[config.mk]
export PLATFORM = sky130hd
export DESIGN_NAME = oled_i2c_write_framer_unit_flat
export DESIGN_NICKNAME = d
export VERILOG_FILES = /design/src/rtl/oiwf_pkg.sv /design/src/rtl/oiwf_if.sv /design/src/rtl/oiwf_front.sv /design/src/rtl/oiwf_queue.sv /design/src/rtl/oiwf_back.sv /design/src/rtl/oled_i2c_write_framer_unit.sv /design/src/flat_wrapper.sv
export SDC_FILE = /design/constraint.sdc
export NUM_CORES = 1
export LEC_CHECK = 0
export ABC_CLOCK_PERIOD_IN_PS = 3200
export BUFFER_PORTS_ARGS = -buffer_cell sky130_fd_sc_hd__buf_2
export CORE_AREA = 2 2 181 94
export DETAILED_ROUTE_END_ITERATION = 10
export DIE_AREA = 0 0 183 96
export PLACE_DENSITY = 0.49
export SLEW_MARGIN = 10
export SYNTH_ARGS = -nofsm -noshare
export SYNTH_HDL_FRONTEND = slang
export SYNTH_HIERARCHICAL = 1
export SYNTH_SLANG_ARGS = --single-unit
[constraint.sdc]
create_clock -name clk -period 3.2 [get_ports clk]
set_clock_uncertainty 0.05 [all_clocks]
set_input_delay 0.16 -clock clk [delete_from_list [all_inputs] [get_ports clk]]
set_output_delay 0.16 -clock clk [all_outputs]
set_load 0.005 [all_outputs]
[src/rtl/oiwf_pkg.sv]
`default_nettype none
// ----------------------------------------------------------------------------
// oiwf_pkg
// Shared types and constants for the display controller I2C write framer.
// ----------------------------------------------------------------------------
package oiwf_pkg;

	localparam int SYM_KIND_W = 2;
	localparam logic [SYM_KIND_W-1:0] SYM_START = 2'd0;
	localparam logic [SYM_KIND_W-1:0] SYM_BIT   = 2'd1;
	localparam logic [SYM_KIND_W-1:0] SYM_ACK   = 2'd2;
	localparam logic [SYM_KIND_W-1:0] SYM_STOP  = 2'd3;

	localparam logic [7:0] SLAVE_ADDR_RESET = 8'h78;
	localparam logic [7:0] CTRL_COMMAND     = 8'h00;
	localparam logic [7:0] CTRL_DATA        = 8'h40;

	localparam int FRAME_SYMBOLS = 29;
	localparam int POS_W = $clog2(FRAME_SYMBOLS);
	localparam logic [POS_W-1:0] POS_START = POS_W'(0);
	localparam logic [POS_W-1:0] POS_ACK0  = POS_W'(9);
	localparam logic [POS_W-1:0] POS_ACK1  = POS_W'(18);
	localparam logic [POS_W-1:0] POS_ACK2  = POS_W'(27);
	localparam logic [POS_W-1:0] POS_STOP  = POS_W'(FRAME_SYMBOLS - 1);

	localparam int QUEUE_DEPTH = 2;
	localparam int QPTR_W = $clog2(QUEUE_DEPTH);
	localparam int QCNT_W = $clog2(QUEUE_DEPTH + 1);

	typedef struct packed {
		logic [7:0] addr;
		logic [7:0] ctrl;
		logic [7:0] payload;
	} frame_t;

endpackage : oiwf_pkg
`default_nettype wire

[src/rtl/oiwf_if.sv]
`default_nettype none
// ----------------------------------------------------------------------------
// oiwf_item_if / oiwf_symbol_if
// Valid/ready channels for input bytes and for the bus symbols sent out.
// ----------------------------------------------------------------------------
interface oiwf_item_if;
	logic       valid;
	logic       ready;
	logic       func;
	logic [7:0] payload;

	modport source (output valid, output func, output payload, input ready);
	modport sink (input valid, input func, input payload, output ready);
endinterface : oiwf_item_if

interface oiwf_symbol_if;
	logic       valid;
	logic       ready;
	logic [1:0] symbol_kind;
	logic       sda_level;
	logic       last_symbol;

	modport source (output valid, output symbol_kind, output sda_level,
		output last_symbol, input ready);
	modport sink (input valid, input symbol_kind, input sda_level,
		input last_symbol, output ready);
endinterface : oiwf_symbol_if
`default_nettype wire

[src/rtl/oiwf_front.sv]
`default_nettype none
// ----------------------------------------------------------------------------
// oiwf_front
// Accepts input items and registers them as frame descriptors.
// ----------------------------------------------------------------------------
module oiwf_front (
	input  wire              clk,
	input  wire              arst_n,
	oiwf_item_if.sink        item,
	input  wire [7:0]        slave_addr,
	output oiwf_pkg::frame_t frame,
	output logic             frame_valid,
	input  wire              frame_ready
);
	import oiwf_pkg::*;

	logic   valid_s1;
	frame_t frame_s1;

	assign item.ready  = !valid_s1 || frame_ready;
	assign frame       = frame_s1;
	assign frame_valid = valid_s1;

	always_ff @(posedge clk or negedge arst_n) begin
		if (!arst_n) begin
			valid_s1 <= 1'b0;
		end else if (item.ready) begin
			valid_s1 <= item.valid;
		end
	end

	always_ff @(posedge clk) begin
		if (item.ready && item.valid) begin
			frame_s1.addr    <= slave_addr;
			frame_s1.ctrl    <= item.func ? CTRL_DATA : CTRL_COMMAND;
			frame_s1.payload <= item.payload;
		end
	end

	a_hold_stalled: assert property (@(posedge clk) disable iff (!arst_n)
		(valid_s1 && !frame_ready) |=> (valid_s1 && $stable(frame_s1)))
		else $error("Stalled frame descriptor changed.");

	a_take_only_when_open: assert property (@(posedge clk) disable iff (!arst_n)
		(item.valid && item.ready) |=> valid_s1)
		else $error("Accepted item was not registered.");

	a_ctrl_code: assert property (@(posedge clk) disable iff (!arst_n)
		valid_s1 |-> (frame_s1.ctrl == CTRL_DATA || frame_s1.ctrl == CTRL_COMMAND))
		else $error("Control byte is neither command nor data.");

endmodule : oiwf_front
`default_nettype wire

[src/rtl/oiwf_queue.sv]
`default_nettype none
// ----------------------------------------------------------------------------
// oiwf_queue
// Short FIFO of frame descriptors between the front and the sequencer.
// ----------------------------------------------------------------------------
module oiwf_queue (
	input  wire              clk,
	input  wire              arst_n,
	input  oiwf_pkg::frame_t push_frame,
	input  wire              push_valid,
	output logic             push_ready,
	output oiwf_pkg::frame_t pop_frame,
	output logic             pop_valid,
	input  wire              pop_take
);
	import oiwf_pkg::*;

	frame_t              mem_q [QUEUE_DEPTH];
	logic [QPTR_W-1:0]   wptr_q;
	logic [QPTR_W-1:0]   rptr_q;
	logic [QCNT_W-1:0]   count_q;
	logic                push;
	logic                pop;

	assign push_ready = (count_q != QCNT_W'(QUEUE_DEPTH));
	assign pop_valid  = (count_q != '0);
	assign push       = push_valid && push_ready;
	assign pop        = pop_take && pop_valid;
	assign pop_frame  = mem_q[rptr_q];

	always_ff @(posedge clk or negedge arst_n) begin
		if (!arst_n) begin
			wptr_q  <= '0;
			rptr_q  <= '0;
			count_q <= '0;
		end else begin
			if (push) begin
				wptr_q <= (wptr_q == QPTR_W'(QUEUE_DEPTH - 1)) ? '0 : wptr_q + 1'b1;
			end
			if (pop) begin
				rptr_q <= (rptr_q == QPTR_W'(QUEUE_DEPTH - 1)) ? '0 : rptr_q + 1'b1;
			end
			if (push && !pop) begin
				count_q <= count_q + 1'b1;
			end else if (pop && !push) begin
				count_q <= count_q - 1'b1;
			end
		end
	end

	always_ff @(posedge clk) begin
		if (push) begin
			mem_q[wptr_q] <= push_frame;
		end
	end

	a_count_range: assert property (@(posedge clk) disable iff (!arst_n)
		count_q <= QCNT_W'(QUEUE_DEPTH))
		else $error("Queue count out of range.");

	a_no_take_empty: assert property (@(posedge clk) disable iff (!arst_n)
		(pop_take && !pop_valid) |=> $stable(rptr_q))
		else $error("Read pointer moved on an empty queue.");

	a_count_track: assert property (@(posedge clk) disable iff (!arst_n)
		(push && !pop) |=> (count_q == $past(count_q) + 1'b1))
		else $error("Queue count missed a push.");

endmodule : oiwf_queue
`default_nettype wire

[src/rtl/oiwf_back.sv]
`default_nettype none
// ----------------------------------------------------------------------------
// oiwf_back
// Symbol sequencer: walks one frame descriptor through its 29 bus symbols.
// ----------------------------------------------------------------------------
module oiwf_back (
	input  wire              clk,
	input  wire              arst_n,
	input  oiwf_pkg::frame_t frame,
	input  wire              frame_valid,
	output logic             frame_take,
	oiwf_symbol_if.source    symbol
);
	import oiwf_pkg::*;

	logic                  busy_q;
	logic [POS_W-1:0]      pos_q;
	logic [23:0]           shift_q;
	logic                  sym_valid_q;
	logic [SYM_KIND_W-1:0] kind_q;
	logic                  sda_q;
	logic                  last_q;
	logic                  adv;
	logic                  at_stop;
	logic [SYM_KIND_W-1:0] kind;

	assign adv        = !sym_valid_q || symbol.ready;
	assign at_stop    = busy_q && (pos_q == POS_STOP);
	assign frame_take = frame_valid && (!busy_q || (adv && at_stop));

	always_comb begin
		unique case (pos_q) inside
			POS_START: kind = SYM_START;
			POS_ACK0, POS_ACK1, POS_ACK2: kind = SYM_ACK;
			POS_STOP: kind = SYM_STOP;
			default: kind = SYM_BIT;
		endcase
	end

	always_ff @(posedge clk or negedge arst_n) begin
		if (!arst_n) begin
			busy_q      <= 1'b0;
			pos_q       <= '0;
			sym_valid_q <= 1'b0;
		end else begin
			if (frame_take) begin
				busy_q <= 1'b1;
				pos_q  <= '0;
			end else if (adv && at_stop) begin
				busy_q <= 1'b0;
			end else if (adv && busy_q) begin
				pos_q <= pos_q + 1'b1;
			end
			if (adv) begin
				sym_valid_q <= busy_q;
			end
		end
	end

	always_ff @(posedge clk) begin
		if (frame_take) begin
			shift_q <= {frame.addr, frame.ctrl, frame.payload};
		end else if (adv && busy_q && kind == SYM_BIT) begin
			shift_q <= {shift_q[22:0], 1'b0};
		end
		if (adv) begin
			kind_q <= kind;
			sda_q  <= (kind == SYM_BIT) ? shift_q[23] : 1'b0;
			last_q <= (kind == SYM_STOP);
		end
	end

	assign symbol.valid       = sym_valid_q;
	assign symbol.symbol_kind = kind_q;
	assign symbol.sda_level   = sda_q;
	assign symbol.last_symbol = last_q;

	a_last_is_stop: assert property (@(posedge clk) disable iff (!arst_n)
		(sym_valid_q && last_q) |-> (kind_q == SYM_STOP))
		else $error("Last symbol is not a stop.");

	a_sda_low_off_bits: assert property (@(posedge clk) disable iff (!arst_n)
		(sym_valid_q && kind_q != SYM_BIT) |-> !sda_q)
		else $error("Data line high outside a data bit.");

	a_pos_range: assert property (@(posedge clk) disable iff (!arst_n)
		busy_q |-> (pos_q <= POS_STOP))
		else $error("Symbol position past the stop.");

	a_start_after_load: assert property (@(posedge clk) disable iff (!arst_n)
		frame_take |=> (busy_q && pos_q == POS_START))
		else $error("Loaded frame does not begin at start.");

endmodule : oiwf_back
`default_nettype wire

[src/rtl/oled_i2c_write_framer_unit.sv]
`default_nettype none
// ----------------------------------------------------------------------------
// oled_i2c_write_framer_unit
// Expands a command or data byte into the write-only I2C frame of a display
// controller, one bus symbol per output transfer.
// ----------------------------------------------------------------------------
// Every input transfer yields 29 symbols: start, address byte, ack clock,
// control byte, ack clock, payload byte, ack clock, stop. The sequencer sends
// one symbol per cycle while the output is ready; the front register and a
// two-entry queue accept further items while a frame is still going out, and
// consecutive frames follow with no gap. From idle, an accepted item passes
// the front register, the queue and the sequencer position before the output
// register shows its first symbol. The address byte is sampled at acceptance.
module oled_i2c_write_framer_unit (
	input  wire           clk,
	input  wire           arst_n,
	input  wire           cfg_we,
	input  wire [7:0]     cfg_data,
	oiwf_item_if.sink     item,
	oiwf_symbol_if.source symbol
);
	import oiwf_pkg::*;

	logic [7:0] slave_addr_q;
	frame_t     front_frame;
	logic       front_valid;
	logic       front_ready;
	frame_t     queue_frame;
	logic       queue_valid;
	logic       queue_take;

	always_ff @(posedge clk or negedge arst_n) begin
		if (!arst_n) begin
			slave_addr_q <= SLAVE_ADDR_RESET;
		end else if (cfg_we) begin
			slave_addr_q <= cfg_data;
		end
	end

	oiwf_front u_front (
		.clk         (clk),
		.arst_n      (arst_n),
		.item        (item),
		.slave_addr  (slave_addr_q),
		.frame       (front_frame),
		.frame_valid (front_valid),
		.frame_ready (front_ready)
	);

	oiwf_queue u_queue (
		.clk        (clk),
		.arst_n     (arst_n),
		.push_frame (front_frame),
		.push_valid (front_valid),
		.push_ready (front_ready),
		.pop_frame  (queue_frame),
		.pop_valid  (queue_valid),
		.pop_take   (queue_take)
	);

	oiwf_back u_back (
		.clk         (clk),
		.arst_n      (arst_n),
		.frame       (queue_frame),
		.frame_valid (queue_valid),
		.frame_take  (queue_take),
		.symbol      (symbol)
	);

endmodule : oled_i2c_write_framer_unit
`default_nettype wire
[src/flat_wrapper.sv]
// flat-port wrapper written by rule: the top's interface ports become plain ports
module oled_i2c_write_framer_unit_flat import oiwf_pkg::*;
  (clk, arst_n, cfg_we, cfg_data, item_valid, item_func, item_payload, item_ready, symbol_valid, symbol_symbol_kind, symbol_sda_level, symbol_last_symbol, symbol_ready);
  oiwf_item_if item_i ();
  oiwf_symbol_if symbol_i ();
  input  wire clk;
  input  wire arst_n;
  input  wire cfg_we;
  input  wire [7:0] cfg_data;
  input wire logic [$bits(item_i.valid)-1:0] item_valid;
  input wire logic [$bits(item_i.func)-1:0] item_func;
  input wire logic [$bits(item_i.payload)-1:0] item_payload;
  output wire logic [$bits(item_i.ready)-1:0] item_ready;
  output wire logic [$bits(symbol_i.valid)-1:0] symbol_valid;
  output wire logic [$bits(symbol_i.symbol_kind)-1:0] symbol_symbol_kind;
  output wire logic [$bits(symbol_i.sda_level)-1:0] symbol_sda_level;
  output wire logic [$bits(symbol_i.last_symbol)-1:0] symbol_last_symbol;
  input wire logic [$bits(symbol_i.ready)-1:0] symbol_ready;
  assign item_i.valid = item_valid;
  assign item_i.func = item_func;
  assign item_i.payload = item_payload;
  assign item_ready = item_i.ready;
  assign symbol_valid = symbol_i.valid;
  assign symbol_symbol_kind = symbol_i.symbol_kind;
  assign symbol_sda_level = symbol_i.sda_level;
  assign symbol_last_symbol = symbol_i.last_symbol;
  assign symbol_i.ready = symbol_ready;
  oled_i2c_write_framer_unit u_core (.clk(clk), .arst_n(arst_n), .cfg_we(cfg_we), .cfg_data(cfg_data), .item(item_i), .symbol(symbol_i));
endmodule
* Word-level counts from Yosys, hierarchy flattened
Memories as Yosys holds them, arrays and structs flattened.
Cells that the tools add are included.
Widths: inputs -> output; s select.
** Word-level totals
- Flip-flop bits (word level) :: 72
- Bits in writable memories :: 48
- Input port bits :: 22
- Output and inout bits :: 6
- Logic and storage cells :: 70
- Memories kept :: 1
** Cells by class
- Add/sub/neg operators :: 5
- Equality and inequality tests :: 8
- Mux-type cells :: 15
- Reduce and logical (&&, ||, !) cells :: 26
** Memory list
- u_core.u_queue.mem_q :: depth 2, bits a word 24, rd ports 1, clocked after memory_dff 0, wr ports 1, RTL line oiwf_queue.sv:18 : frame_t mem_q [QUEUE_DEPTH];
** Operators with widths (number)
- $mux 24 :: 2
- $eq 5x5->1 const B :: 3
- $mux 5 :: 3
- $logic_and 1x1->1 :: 10
- $reduce_bool 2->1 :: 5
- $mux 7 :: 1
- $mux 1 :: 6
- $pmux 2 s3 :: 1
- $add 5x1->5 const B :: 1
- $eq 5x4->1 const B :: 1
- $logic_not 1->1 :: 5
- $logic_not 5->1 :: 1
- $mux 2 :: 2
- $logic_or 1x1->1 :: 3
- $reduce_or 3->1 :: 1
- $add 1x1->1 const B :: 2
- $add 2x1->2 const B :: 1
- $eq 2x1->1 const B :: 1
- $eq 2x2->1 const B :: 1
- $ne 2x1->1 const B :: 1
- $ne 2x2->1 const B :: 1
- $reduce_and 2->1 :: 1
- $sub 2x1->2 const B :: 1

* Longest topological paths before layout
Gate-level depths: netlist (run 1).
- Depth in word-level cells :: 9
- Mapped depth :: 13
- Mapped depth without buffers :: 12

* Modules after synthesis
Netlist (run 1), hierarchy kept.
** By module, submodules not included
- oiwf_queue :: times used 1, cells each 93, area an instance 2030.7 µm²
- oiwf_back :: times used 1, cells each 116, area an instance 1752.9 µm²
- oiwf_front :: times used 1, cells each 29, area an instance 620.6 µm²
- oled_i2c_write_framer_unit :: times used 1, cells each 17, area an instance 336.6 µm²

* Worst setup path after synthesis (run 1)
OpenSTA, ideal clock, no wires.
- Path kind :: register to register
- From :: register u_core.u_back.pos_q[0]
- To :: register u_core.u_back.shift_q[0], enable pin
- Arrival time :: 2921 ps
- Slack :: -209 ps
- Stages on the path, launching flop included :: 7
- Cells stage by stage :: dfrtp_1 -> inv_1 -> ha_1 -> or2b_1 -> a21oi_1 -> o21a_1 -> o21ai_0
** Between the ends
- Cells in the longest elaborated chain, start to end :: 6
- Elaborated cells on any way between the ends :: 14
** Ends and longest elaborated chain
- start, declared :: RTL line oiwf_back.sv:17 : logic [POS_W-1:0] pos_q;
- start signal, assigned :: RTL line oiwf_back.sv:52 : pos_q <= pos_q + 1'b1;
- $eq 5x4->1 (no line) (tied with other cells)
- $reduce_or 3->1 / $logic_and 1x1->1 (equally long branches) :: RTL line oiwf_back.sv:32, oiwf_back.sv:28
- $pmux 2 s3 / $logic_and 1x1->1 (equally long branches) :: RTL line oiwf_back.sv:32, oiwf_back.sv:29
- $eq 2x1->1 / $logic_or 1x1->1 (equally long branches) :: RTL line oiwf_back.sv:63, oiwf_back.sv:29
- $logic_and 1x1->1 (on tied branches) :: RTL line oiwf_back.sv:63, oiwf_back.sv:29
- $reduce_bool 2->1 (no line) *
- end signal, assigned :: RTL line oiwf_back.sv:62 : shift_q <= {frame.addr, frame.ctrl, frame.payload};
- end signal, assigned :: RTL line oiwf_back.sv:64 : shift_q <= {shift_q[22:0], 1'b0};
- end, declared :: RTL line oiwf_back.sv:18 : logic [23:0] shift_q;
Mark *: on every way between the ends. The rest lies on a longest branch, timed or not.
A chain may end at the register's enable or synchronous reset.

* Worst setup path in the final report (run 1)
- From :: register u_core.u_back.pos_q[0]
- To :: register u_core.u_queue.count_q[1]
** Between the ends
- Cells in the longest elaborated chain, start to end :: 9
- Elaborated cells on any way between the ends :: 11
** Ends and longest elaborated chain
- $eq 5x5->1 * :: RTL line oiwf_back.sv:28 : assign at_stop = busy_q && (pos_q == POS_STOP);
- $logic_and 1x1->1 * :: RTL line oiwf_back.sv:28
- $logic_and 1x1->1 * :: RTL line oiwf_back.sv:29 : assign frame_take = frame_valid && (!busy_q || (adv && at_stop));
- $logic_or 1x1->1 * :: RTL line oiwf_back.sv:29
- $logic_and 1x1->1 * :: RTL line oiwf_back.sv:29
- net u_core.queue_take :: RTL line oled_i2c_write_framer_unit.sv:30 : logic queue_take;
- $logic_and 1x1->1 * :: RTL line oiwf_queue.sv:28 : assign pop = pop_take && pop_valid;
- $logic_not 1->1 :: RTL line oiwf_queue.sv:43 : if (push && !pop) begin
- $logic_and 1x1->1 :: RTL line oiwf_queue.sv:43
- $mux 2 / $reduce_bool 2->1 (equally long branches)
- end signal, assigned :: RTL line oiwf_queue.sv:44 : count_q <= count_q + 1'b1;
- end signal, assigned :: RTL line oiwf_queue.sv:46 : count_q <= count_q - 1'b1;
- end, declared :: RTL line oiwf_queue.sv:21 : logic [QCNT_W-1:0] count_q;
Mark *: on every way through the listed nets, which the timed path passes. The rest lies on a longest branch.

==> results of run 1 <==
==> repair_timing <==
action / 4_1_cts / 5_1_grt
endpoints found under the setup margin: 0 / 0
endpoints found under the hold margin: 34 / 0
hold buffers: 19 / 0
==> state kept, by name, summed over array words and instances, names as in the netlist <==
register / cells
u_core/slave_addr_q: 8
u_core/u_back/symbol.symbol_kind: 2
u_core/u_queue/rptr_q: 1
u_core/u_back/pos_q: 5
u_core/u_queue/wptr_q: 1
u_core/u_back/shift_q: 24
u_core/u_back/symbol.sda_level: 1
u_core/u_queue/mem_q: 48
u_core/u_queue/count_q: 2
u_core/u_front/frame: 17
u_core/u_back/symbol.last_symbol: 1
u_core/u_front/frame_valid: 1
u_core/u_back/symbol.valid: 1
u_core/u_back/busy_q: 1
==> report_power, final <==
| part | total (mW) | switching [mW] | internal [mW] |
|---|---|---|---|
| Sequential | 2.42 | 0.243 | 2.17 |
| Combinational | 1.22 | 0.568 | 0.653 |
| Clock | 1.99 | 0.621 | 1.37 |
==> cell usage after synthesis, drive strengths merged <==
cell type / n / area share (%)
a211oi: 1 / 0.16
or2: 1 / 0.13
nor3b: 1 / 0.16
o21ai: 4 / 0.42
nor2b: 1 / 0.13
xor2: 2 / 0.37
dfrtp: 16 / 8.4
o211ai: 1 / 0.16
or2b: 1 / 0.16
mux2: 55 / 17
conb: 1 / 0.079
or3b: 1 / 0.18
mux2i: 2 / 0.42
nand4: 1 / 0.45
a22o: 3 / 0.55
nand2: 6 / 0.69
nor2: 3 / 0.24
a21bo: 1 / 0.34
buf: 15 / 3.2
clkbuf: 2 / 0.16
a31oi: 1 / 0.13
and2: 1 / 0.18
nand3: 6 / 0.63
o21a: 3 / 0.48
xnor2: 3 / 0.55
ha: 5 / 1.3
nand2b: 6 / 0.95
inv: 6 / 0.48
edfxtp: 93 / 59
a21oi: 6 / 0.63
and3: 3 / 0.40
dfstp: 4 / 2.2
==> layer usage <==
metal  share of wire, %  vias to the layer above
li1                   -                     1063
met1                 57                     1104
met2                 37                       50
met3                4.6                       10
met4                1.2                        0
met5                  0                        -
==> cell type report <==
type	instances	area, µm²	area share (%)
flip-flops and latches	113	3298	56.25
inverters	6	22.52	0.3841
well taps	210	262.8	4.481
clock inverters	13	191.4	3.265
multi-input cells	125	1287	21.96
clock buffers	19	432.9	7.384
repair buffers	50	367.9	6.274
==> metrics by stage <==
stage                     worst slack (ns)  instance area [µm²]  std cells
after CTS                           0.5435                 5863        536
after detailed placement            0.5828                 5049        485
after global routing                0.3648                 5863        536
after floorplan                     0.4415                 4763        261
after global placement              0.7144                 5049        485
final                               0.5576                 5863        536
==> kinds of logic after synthesis <==
group | after synthesis | synth area share, %
compound gates | 20 | 2.877
xor+xnor | 5 | 0.9239
fa+ha+maj | 5 | 1.320
buf+inv | 23 | 3.880
flops | 113 | 69.57
mux | 57 | 17.05
other cells | 1 | 0.07910
simple gates | 31 | 4.302
==> worst max-delay path, delay by kind of cell (launching register included) <==
kind | cells | cell delay [ns]
compound gates | 1 | 0.14
xor+xnor | 1 | 0.17
fa+ha+maj | 2 | 0.63
buf+inv | 3 | 0.47
flops | 1 | 0.43
simple gates | 4 | 0.64
==> final timing paths <==
| check | start | to | slack (ns) |
|---|---|---|---|
| min in group asynchronous | arst_n | u_core/slave_addr_q[1]$_DFFE_PN0P_ | 0.22 |
| worst max register to register | u_core/u_back/pos_q[0]$_DFFE_PN0P_ | u_core/u_queue/count_q[1]$_DFFE_PN0P_ | 0.56 |
| worst min register to register | u_core/u_front/frame[20]$_DFFE_PP_ | u_core/u_queue/mem_q[1][20]$_DFFE_PP_ | 0.39 |
| max in group asynchronous | arst_n | u_core/slave_addr_q[3]$_DFFE_PN1P_ | 2.53 |
| worst max-delay path | u_core/u_back/pos_q[0]$_DFFE_PN0P_ | u_core/u_queue/count_q[1]$_DFFE_PN0P_ | 0.56 |
| worst min-delay path | cfg_we | u_core/slave_addr_q[6]$_DFFE_PN1P_ | 0.16 |
==> flow_summary_export.csv, run 1 <==
group,metric,value,unit
run_status,status,"finished, final reports clean",
layout,diodes,0,
setup_path,path_max_fanout,25,
floorplanning,start_util,29.59,%
cts,htree_levels,4,
grt,grt_max_degree,26,
layout,final_cell_mix,"93 x edfxtp_1, 45 x mux2_4, 27 x buf_2",
sta,holdWs,0.1555,ns
setup_path,worstPathCellList,"inv_1 -> ha_1 -> nand4_4 -> inv_2 -> a21bo_4 -> nand2_4 -> inv_1 -> nand2_2 -> ha_1 -> nor2_1 -> xor2_1",
sta,slew_violations,0,
cts,clk_latency,0.40,ns
cts,cts_tree,"built",
sta,period_minus_slack,2.642,ns
cts,cts_buffers,17,
cts,clkTransAtPathRegs,0.06,ns
logic_synthesis,yosysWarningCount,6,
cts,clockBufferDepth,2,
sta,rsz0062_at_grt,"false",
sta,final.setup.tns,0,ns
setup_path,critical_path_required,3.46,ns
logic_synthesis,postSynthAreaPerCell,18.59,µm²
layout,drive_above_1_share,38.96,%
grt,grt_usage,9.823,%
placed_design,gp_congestion,0.7331,
layout,nFillCells,1491,
cts,cts_setup_buffers,0,
pwr,ir_worst_vdd,0.0004235,V
setup_path,critPathKind,"register to register",
floorplanning,pin_count,28,
logic_synthesis,syn_inst,255,
grt,use_met3,3.784,%
flow_run,cap_violations,0,
sta,slew_headroom,48.81,%
placed_design,io_buffer_count,27,
sta,worst_pin_slew,0.7678,ns
routing,viasPerCell,4.155,
floorplanning,die_w,183,µm
logic_synthesis,ys_types,40,
routing,drc_errors,0,
setup_path,crit_path_top_delay_cell,"dfrtp_1",
worst_hold_path,hold_depth,2,
setup_path,slowest_delay,0.43,ns
layout,syn2layout_area_growth,23.67,%
sta,fmax,378.4,MHz
routing,wl_per_cell,14.56,µm
routing,vias,2227,
cts,cts_resized,0,
sta,setup_viol_count_final,0,
cts,clockRootBuffer,"clkbuf_16",
grt,grt_first_pass_wirelength,12410,µm
floorplanning,fp-row-count,33,
sta,hold_violations,0,
routing,drt_iter0_drc,105,
routing,dr.pass1.iters,4,
logic_synthesis,synth-seq-area-share,69.57,%
worst_hold_path,min_path_type,"input pin to register",
grt,grtUsageMet1,15.06,%
routing,routed_wl,7804,µm
setup_path,ff2ff_path_depth,11,
grt,globalRoute.totalOverflow,0,
layout,layout_commonest_cell,"edfxtp_1",
cts,cts_sinks,113,
grt,top_usage_layer,"met1",
sta,period_share,82.57,%
setup_path,cp_data_arrival_time,2.91,ns
routing,antenna_left,0,
placed_design,hpwl,4853,µm
layout,final_nets,340,
floorplanning,die_h,96,µm
grt,grt_antenna_before_repair,0,
setup_path,critPathLaunchType,"register",
floorplanning,die_area,17570,µm²
pwr,cellPowerDensity,959.3,nW/µm²
pwr,power,5.624,mW
grt,grt_pass1_vias,2261,
floorplanning,core_area,16020,µm²
logic_synthesis,mappedNetlistArea,4741,µm²
logic_synthesis,ys_ff_latch,113,
layout,fin_util,36.60,%
setup_path,end_kind,"register",
pwr,leakage,2.330,nW
grt,met2_usage,11.93,%
Note: power is estimated with default switching activity, not from simulation.
==> run 2: changes to the inputs <==
--- a/config.mk
+++ b/config.mk
@@ -5,7 +5,7 @@
 export SDC_FILE = /design/constraint.sdc
 export NUM_CORES = 1
 export LEC_CHECK = 0
-export ABC_CLOCK_PERIOD_IN_PS = 3200
+export ABC_CLOCK_PERIOD_IN_PS = 2200
 export BUFFER_PORTS_ARGS = -buffer_cell sky130_fd_sc_hd__buf_2
 export CORE_AREA = 2 2 181 94
 export DETAILED_ROUTE_END_ITERATION = 10
==> constraint.sdc (replaced) <==
create_clock -name clk -period 2.2 [get_ports clk]
set_clock_uncertainty 0.05 [all_clocks]
set_input_delay 0.11 -clock clk [delete_from_list [all_inputs] [get_ports clk]]
set_output_delay 0.11 -clock clk [all_outputs]
set_load 0.005 [all_outputs]
==> run 2 against run 1 <==
Critical path depth unchanged. Die area did not move. Combinational power increased by 69%. Power grew 51%. Flip-flop and latch count is the same. Largest cell class unchanged. Highest routed layer unchanged.
==> flow_summary_export.csv, run 2 (synthesis results as in run 1) <==
group,metric,value,unit
setup_path,r2r_setup_slack,0.15,ns
placed_design,placed_area,5104,µm²
setup_path,r2r_end,"u_core/u_queue/count_q[1]$_DFFE_PN0P_",
placed_design,placed_cells,491,
floorplanning,die_h,96,µm
cts,cts_sinks,113,
sta,final.setup.tns,0,ns
layout,syn2layout_area_growth,26.97,%
grt,grt_first_pass_wirelength,12920,µm
layout,seqCellArea,3299,µm²
routing,antenna_left,0,
cts,htree_levels,4,
placed_design,dp_slack,-0.1399,ns
floorplanning,fp-row-count,33,
floorplanning,core_area,16020,µm²
setup_path,cp_data_arrival_time,2.33,ns
pwr,cellPowerDensity,1415,nW/µm²
run_status,status,"finished, final reports clean",
floorplanning,pin_count,28,
sta,holdWs,0.01992,ns
cts,clk_latency,0.41,ns
routing,drc_errors,0,
layout,finalNonFillerCells,548,
pwr,leakage,2.411,nW
routing,wl_per_cell,15.01,µm
sta,slew_headroom,65.88,%
pwr,power,8.516,mW
placed_design,gp_congestion,0.7669,
sta,hold_violations,0,
worst_hold_path,min_path_type,"input pin to register",
flow_run,cap_violations,0,
sta,fin_ws,0.1516,ns
layout,final_nets,352,
layout,regMostFlops,"u_core/u_queue/mem_q",
layout,nFillCells,1489,
setup_path,end_kind,"register",
floorplanning,die_area,17570,µm²
layout,layout_commonest_cell,"edfxtp_1",
sta,period_minus_slack,2.048,ns
layout,fin_util,37.57,%
placed_design,hpwl,4868,µm
sta,worst_pin_slew,0.5118,ns
placed_design,io_buffer_count,27,
grt,grt_pass1_vias,2336,
setup_path,path_max_fanout,5,
setup_path,critPathLaunchType,"register",
layout,final_cell_mix,"93 x edfxtp_1, 45 x mux2_4, 27 x buf_2",
routing,dr.pass1.iters,4,
layout,design_area,6020,µm²
grt,grt_antenna_before_repair,0,
floorplanning,die_w,183,µm
worst_hold_path,hold_depth,3,
setup_path,critical_path_required,2.48,ns
setup_path,ff2ff_path_depth,11,
cts,clockBufferDepth,2,
floorplanning,start_util,29.59,%
cts,cts_tree,"built",
sta,setup_viol_count_final,0,
sta,fmax,488.2,MHz
setup_path,critPathKind,"register to register",
setup_path,reg2reg_from,"u_core/u_back/pos_q[0]$_DFFE_PN0P_",
layout,drive_above_1_share,43.49,%
sta,period_share,93.11,%
sta,slew_violations,0,
worst_hold_path,holdPathEnd,"u_core/u_back/symbol.valid$_DFFE_PN0N_",
cts,clockRootBuffer,"clkbuf_16",
grt,grt_usage,10.47,%
worst_hold_path,hp-start,"symbol_ready",
grt,globalRoute.totalOverflow,0,
grt,grt_max_degree,26,
layout,diodes,0,
layout,multi_input_area,1325,µm²
routing,vias,2289,
cts,clkTransAtPathRegs,0.05,ns
routing,routed_wl,8224,µm
pwr,ir_worst_vdd,0.0005831,V
routing,drt_iter0_drc,123,
cts,cts_buffers,17,
layout,largest_reg_flops,48,
routing,viasPerCell,4.177,
[run 2: worst max-delay path, stage by stage (launching register included)]
cell	delay [ns]
dfrtp_1	0.40
inv_2	0.11
ha_4	0.16
nand4_4	0.14
inv_2	0.11
a21bo_4	0.15
nand2_4	0.06
inv_2	0.09
nand2_2	0.07
ha_1	0.32
nor2_1	0.14
xor2_1	0.16
[run 2: where the power goes]
part,total (mW),switching (mW),internal (mW),leakage [nW]
Combinational,2.06,0.994,1.07,0.986
Sequential,3.42,0.259,3.16,1.10
Clock,3.03,0.931,2.10,0.322
Total,8.52,2.18,6.33,2.41
[run 2: layout make-up]
| class | count | share of cell area (%) |
|---|---|---|
| Sequential cell | 113 | 54.81 |
| Multi-Input combinational cell | 126 | 22.01 |
| Timing Repair Buffer | 61 | 7.691 |
| Clock buffer | 18 | 7.130 |
| Tap cell | 210 | 4.365 |
| Clock inverter | 14 | 3.617 |
| Inverter | 6 | 0.3741 |
[run 2: timing repair]
item	CTS	global route
hold buffers	19	0
gates resized for setup	3	4
endpoints found under the setup margin	25	36
pin swaps	1	1
endpoints found under the hold margin	38	0
buffers inserted	0	5
cloned	1	0
[run 2: worst max path at each step]
stage                                        from                                    end  slack (ns)  cells past startpoint
2_1_floorplan  u_core/u_back/pos_q[0]$_DFFE_PN0P_  u_core/u_queue/count_q[1]$_DFFE_PN0P_        0.03                     12
3_3_place_gp   u_core/u_back/pos_q[1]$_DFFE_PN0P_    u_core/u_back/shift_q[14]$_DFFE_PP_       -0.04                      6
3_5_place_dp   u_core/u_back/pos_q[0]$_DFFE_PN0P_    u_core/u_back/shift_q[13]$_DFFE_PP_       -0.14                      6
4_1_cts        u_core/u_back/pos_q[1]$_DFFE_PN0P_  u_core/u_queue/count_q[1]$_DFFE_PN0P_       0.005                     11
5_1_grt        u_core/u_back/pos_q[0]$_DFFE_PN0P_  u_core/u_queue/count_q[1]$_DFFE_PN0P_      -0.003                     12
6_report       u_core/u_back/pos_q[0]$_DFFE_PN0P_  u_core/u_queue/count_q[1]$_DFFE_PN0P_        0.15                     11
[run 2: routing by layer]
metal  track usage (%)  share of wire [%]  up-vias
met5                 0                  0        -
met4             5.200                1.2        0
met3             3.784                4.6       11
met2             13.16                 37       50
met1             15.48                 57     1138
li1                  -                  -     1090
==> run 3: changes to the inputs <==
--- a/config.mk
+++ b/config.mk
@@ -10,7 +10,8 @@
 export CORE_AREA = 2 2 181 94
 export DETAILED_ROUTE_END_ITERATION = 10
 export DIE_AREA = 0 0 183 96
-export PLACE_DENSITY = 0.49
+export PLACE_DENSITY_LB_ADDON = 0.2
+export SKIP_CTS_REPAIR_TIMING = 1
 export SLEW_MARGIN = 10
 export SYNTH_ARGS = -nofsm -noshare
 export SYNTH_HDL_FRONTEND = slang
==> run 3 against run 2 <==
Register-to-register slack got worse by 0.06 ns. Non-clock buffer count unchanged. Critical path type unchanged. Global-route usage decreased by 0.37 points. Core utilization about the same.
==> flow_summary_export.csv, run 3 (synthesis results as in run 1) <==
group,metric,value,unit
setup_path,r2r_end,"u_core/u_back/shift_q[16]$_DFFE_PP_",
setup_path,critical_path_required,2.32,ns
routing,viasPerCell,4.155,
placed_design,hpwl,4951,µm
setup_path,cp_data_arrival_time,2.23,ns
pwr,p_comb_share,24.6,%
setup_path,ff2ff_path_depth,7,
sta,fin_ws,0.08873,ns
cts,cts_tree,"built",
setup_path,critPathKind,"register to register",
layout,nFillCells,1495,
setup_path,path_max_fanout,12,
grt,grt_antenna_before_repair,0,
cts,clockBufferDepth,2,
routing,dr.pass1.iters,4,
floorplanning,start_util,29.59,%
flow_run,cap_violations,0,
layout,largest_reg_flops,48,
floorplanning,pin_count,28,
pwr,sequentialPowerShare,41.1,%
layout,finalNonFillerCells,548,
cts,clockRootBuffer,"clkbuf_16",
sta,hold_violations,0,
layout,syn2layout_area_growth,26.89,%
cts,cts_buffers,17,
floorplanning,fp-row-count,33,
pwr,ir_worst_vdd,0.0005594,V
pwr,switchingPower,2.200,mW
worst_hold_path,hold_depth,3,
worst_hold_path,hp-start,"symbol_ready",
sta,period_share,95.97,%
routing,routed_wl,8149,µm
sta,setup_viol_count_final,0,
worst_hold_path,holdPathEnd,"u_core/u_back/symbol.valid$_DFFE_PN0N_",
cts,cts_sinks,113,
pwr,leakage,2.383,nW
routing,wl_per_cell,14.87,µm
placed_design,io_buffer_count,27,
routing,drc_errors,0,
sta,fmax,473.6,MHz
setup_path,r2r_setup_slack,0.09,ns
layout,diodes,0,
pwr,sw_frac_of_total,26.29,%
grt,grt_max_degree,25,
layout,drive_above_1_share,44.08,%
setup_path,critPathLaunchType,"register",
cts,clk_latency,0.41,ns
pwr,cellPowerDensity,1391,nW/µm²
routing,vias,2277,
floorplanning,die_w,183,µm
pwr,clkPwrFrac,34.3,%
sta,rsz0062_at_grt,"false",
layout,multi_input_area,1324,µm²
grt,grt_pass1_vias,2277,
layout,final_nets,352,
layout,seqCellArea,3301,µm²
setup_path,end_kind,"register",
cts,clkTransAtPathRegs,0.05,ns
placed_design,gp_congestion,0.7161,
grt,globalRoute.totalOverflow,0,
layout,final_cell_mix,"93 x edfxtp_1, 45 x mux2_4, 27 x buf_2",
sta,slew_violations,0,
floorplanning,die_area,17570,µm²
run_status,status,"finished, final reports clean",
routing,drt_iter0_drc,132,
worst_hold_path,min_path_type,"input pin to register",
floorplanning,core_area,16020,µm²
routing,antenna_left,0,
cts,htree_levels,4,
setup_path,reg2reg_from,"u_core/u_back/pos_q[0]$_DFFE_PN0P_",
placed_design,dp_slack,-0.1273,ns
layout,layout_commonest_cell,"edfxtp_1",
grt,grt_first_pass_wirelength,12570,µm
floorplanning,die_h,96,µm
placed_design,placed_cells,491,
pwr,intPower,6.168,mW
layout,regMostFlops,"u_core/u_queue/mem_q",
grt,grt_usage,10.10,%
sta,period_minus_slack,2.111,ns
-- run 3: final cells by class --
type	count	share of cell area (%)
Timing Repair Buffer	61	7.903
Inverter	6	0.4160
Clock inverter	13	3.078
Tap cell	210	4.368
Multi-Input combinational cell	126	22.00
Sequential cell	113	54.87
Clock buffer	19	7.363
-- run 3: how the worst max path moves through the flow --
stage	from	endpoint	slack [ns]	cells after the start
final	u_core/u_back/pos_q[0]$_DFFE_PN0P_	u_core/u_back/shift_q[16]$_DFFE_PP_	0.09	7
after global routing	u_core/u_back/pos_q[0]$_DFFE_PN0P_	u_core/u_back/shift_q[3]$_DFFE_PP_	0.003	7
after CTS	u_core/u_back/pos_q[1]$_DFFE_PN0P_	u_core/u_back/shift_q[17]$_DFFE_PP_	-0.14	6
after detailed placement	u_core/u_back/pos_q[1]$_DFFE_PN0P_	u_core/u_back/shift_q[16]$_DFFE_PP_	-0.13	6
after global placement	u_core/u_back/pos_q[1]$_DFFE_PN0P_	u_core/u_back/shift_q[15]$_DFFE_PP_	-0.06	6
after floorplan	u_core/u_back/pos_q[0]$_DFFE_PN0P_	u_core/u_queue/count_q[1]$_DFFE_PN0P_	0.03	12
-- run 3: routing by layer --
| metal | track usage (%) | share of wire (%) | vias to the layer above |
|---|---|---|---|
| met4 | 4.400 | 1.1 | 0 |
| met5 | 0 | 0 | - |
| li1 | - | - | 1088 |
| met2 | 12.50 | 39 | 46 |
| met1 | 14.66 | 55 | 1136 |
| met3 | 4.616 | 5.0 | 7 |
-- run 3: critical path, cell delays in order, from the launching register on --
cell and delay [ns]:
dfrtp_2 0.43, inv_4 0.08, ha_1 0.13, or3b_2 0.44, o211ai_1 0.13, o21a_1 0.34, o21ai_4 0.11, buf_12 0.16
-- run 3: per-stage QoR --
stage                     instance area [µm²]  power, mW  setup TNS, ns  hold WS [ns]  util [%]
final                                    6016      8.368              0       0.05661     37.55
after global routing                     6016      8.814              0       0.05259     37.55
after CTS                                5732      8.303         -3.200       -0.3953     35.78
after detailed placement                 5104      5.361         -3.039       0.04926     31.86
after global placement                   5104      5.347         -1.367       0.05393     31.86
after floorplan                          4777      4.910              0       -0.2356         -
-- run 3: power groups by stage --
stage / Clock [mW] / Sequential (mW) / Combinational [mW]
2_1_floorplan: 0 / 3.37 / 1.54
3_3_place_gp: 0 / 3.47 / 1.87
3_5_place_dp: 0 / 3.48 / 1.88
4_1_cts: 2.96 / 3.46 / 1.89
5_1_grt: 3.05 / 3.51 / 2.25
6_report: 2.87 / 3.44 / 2.06
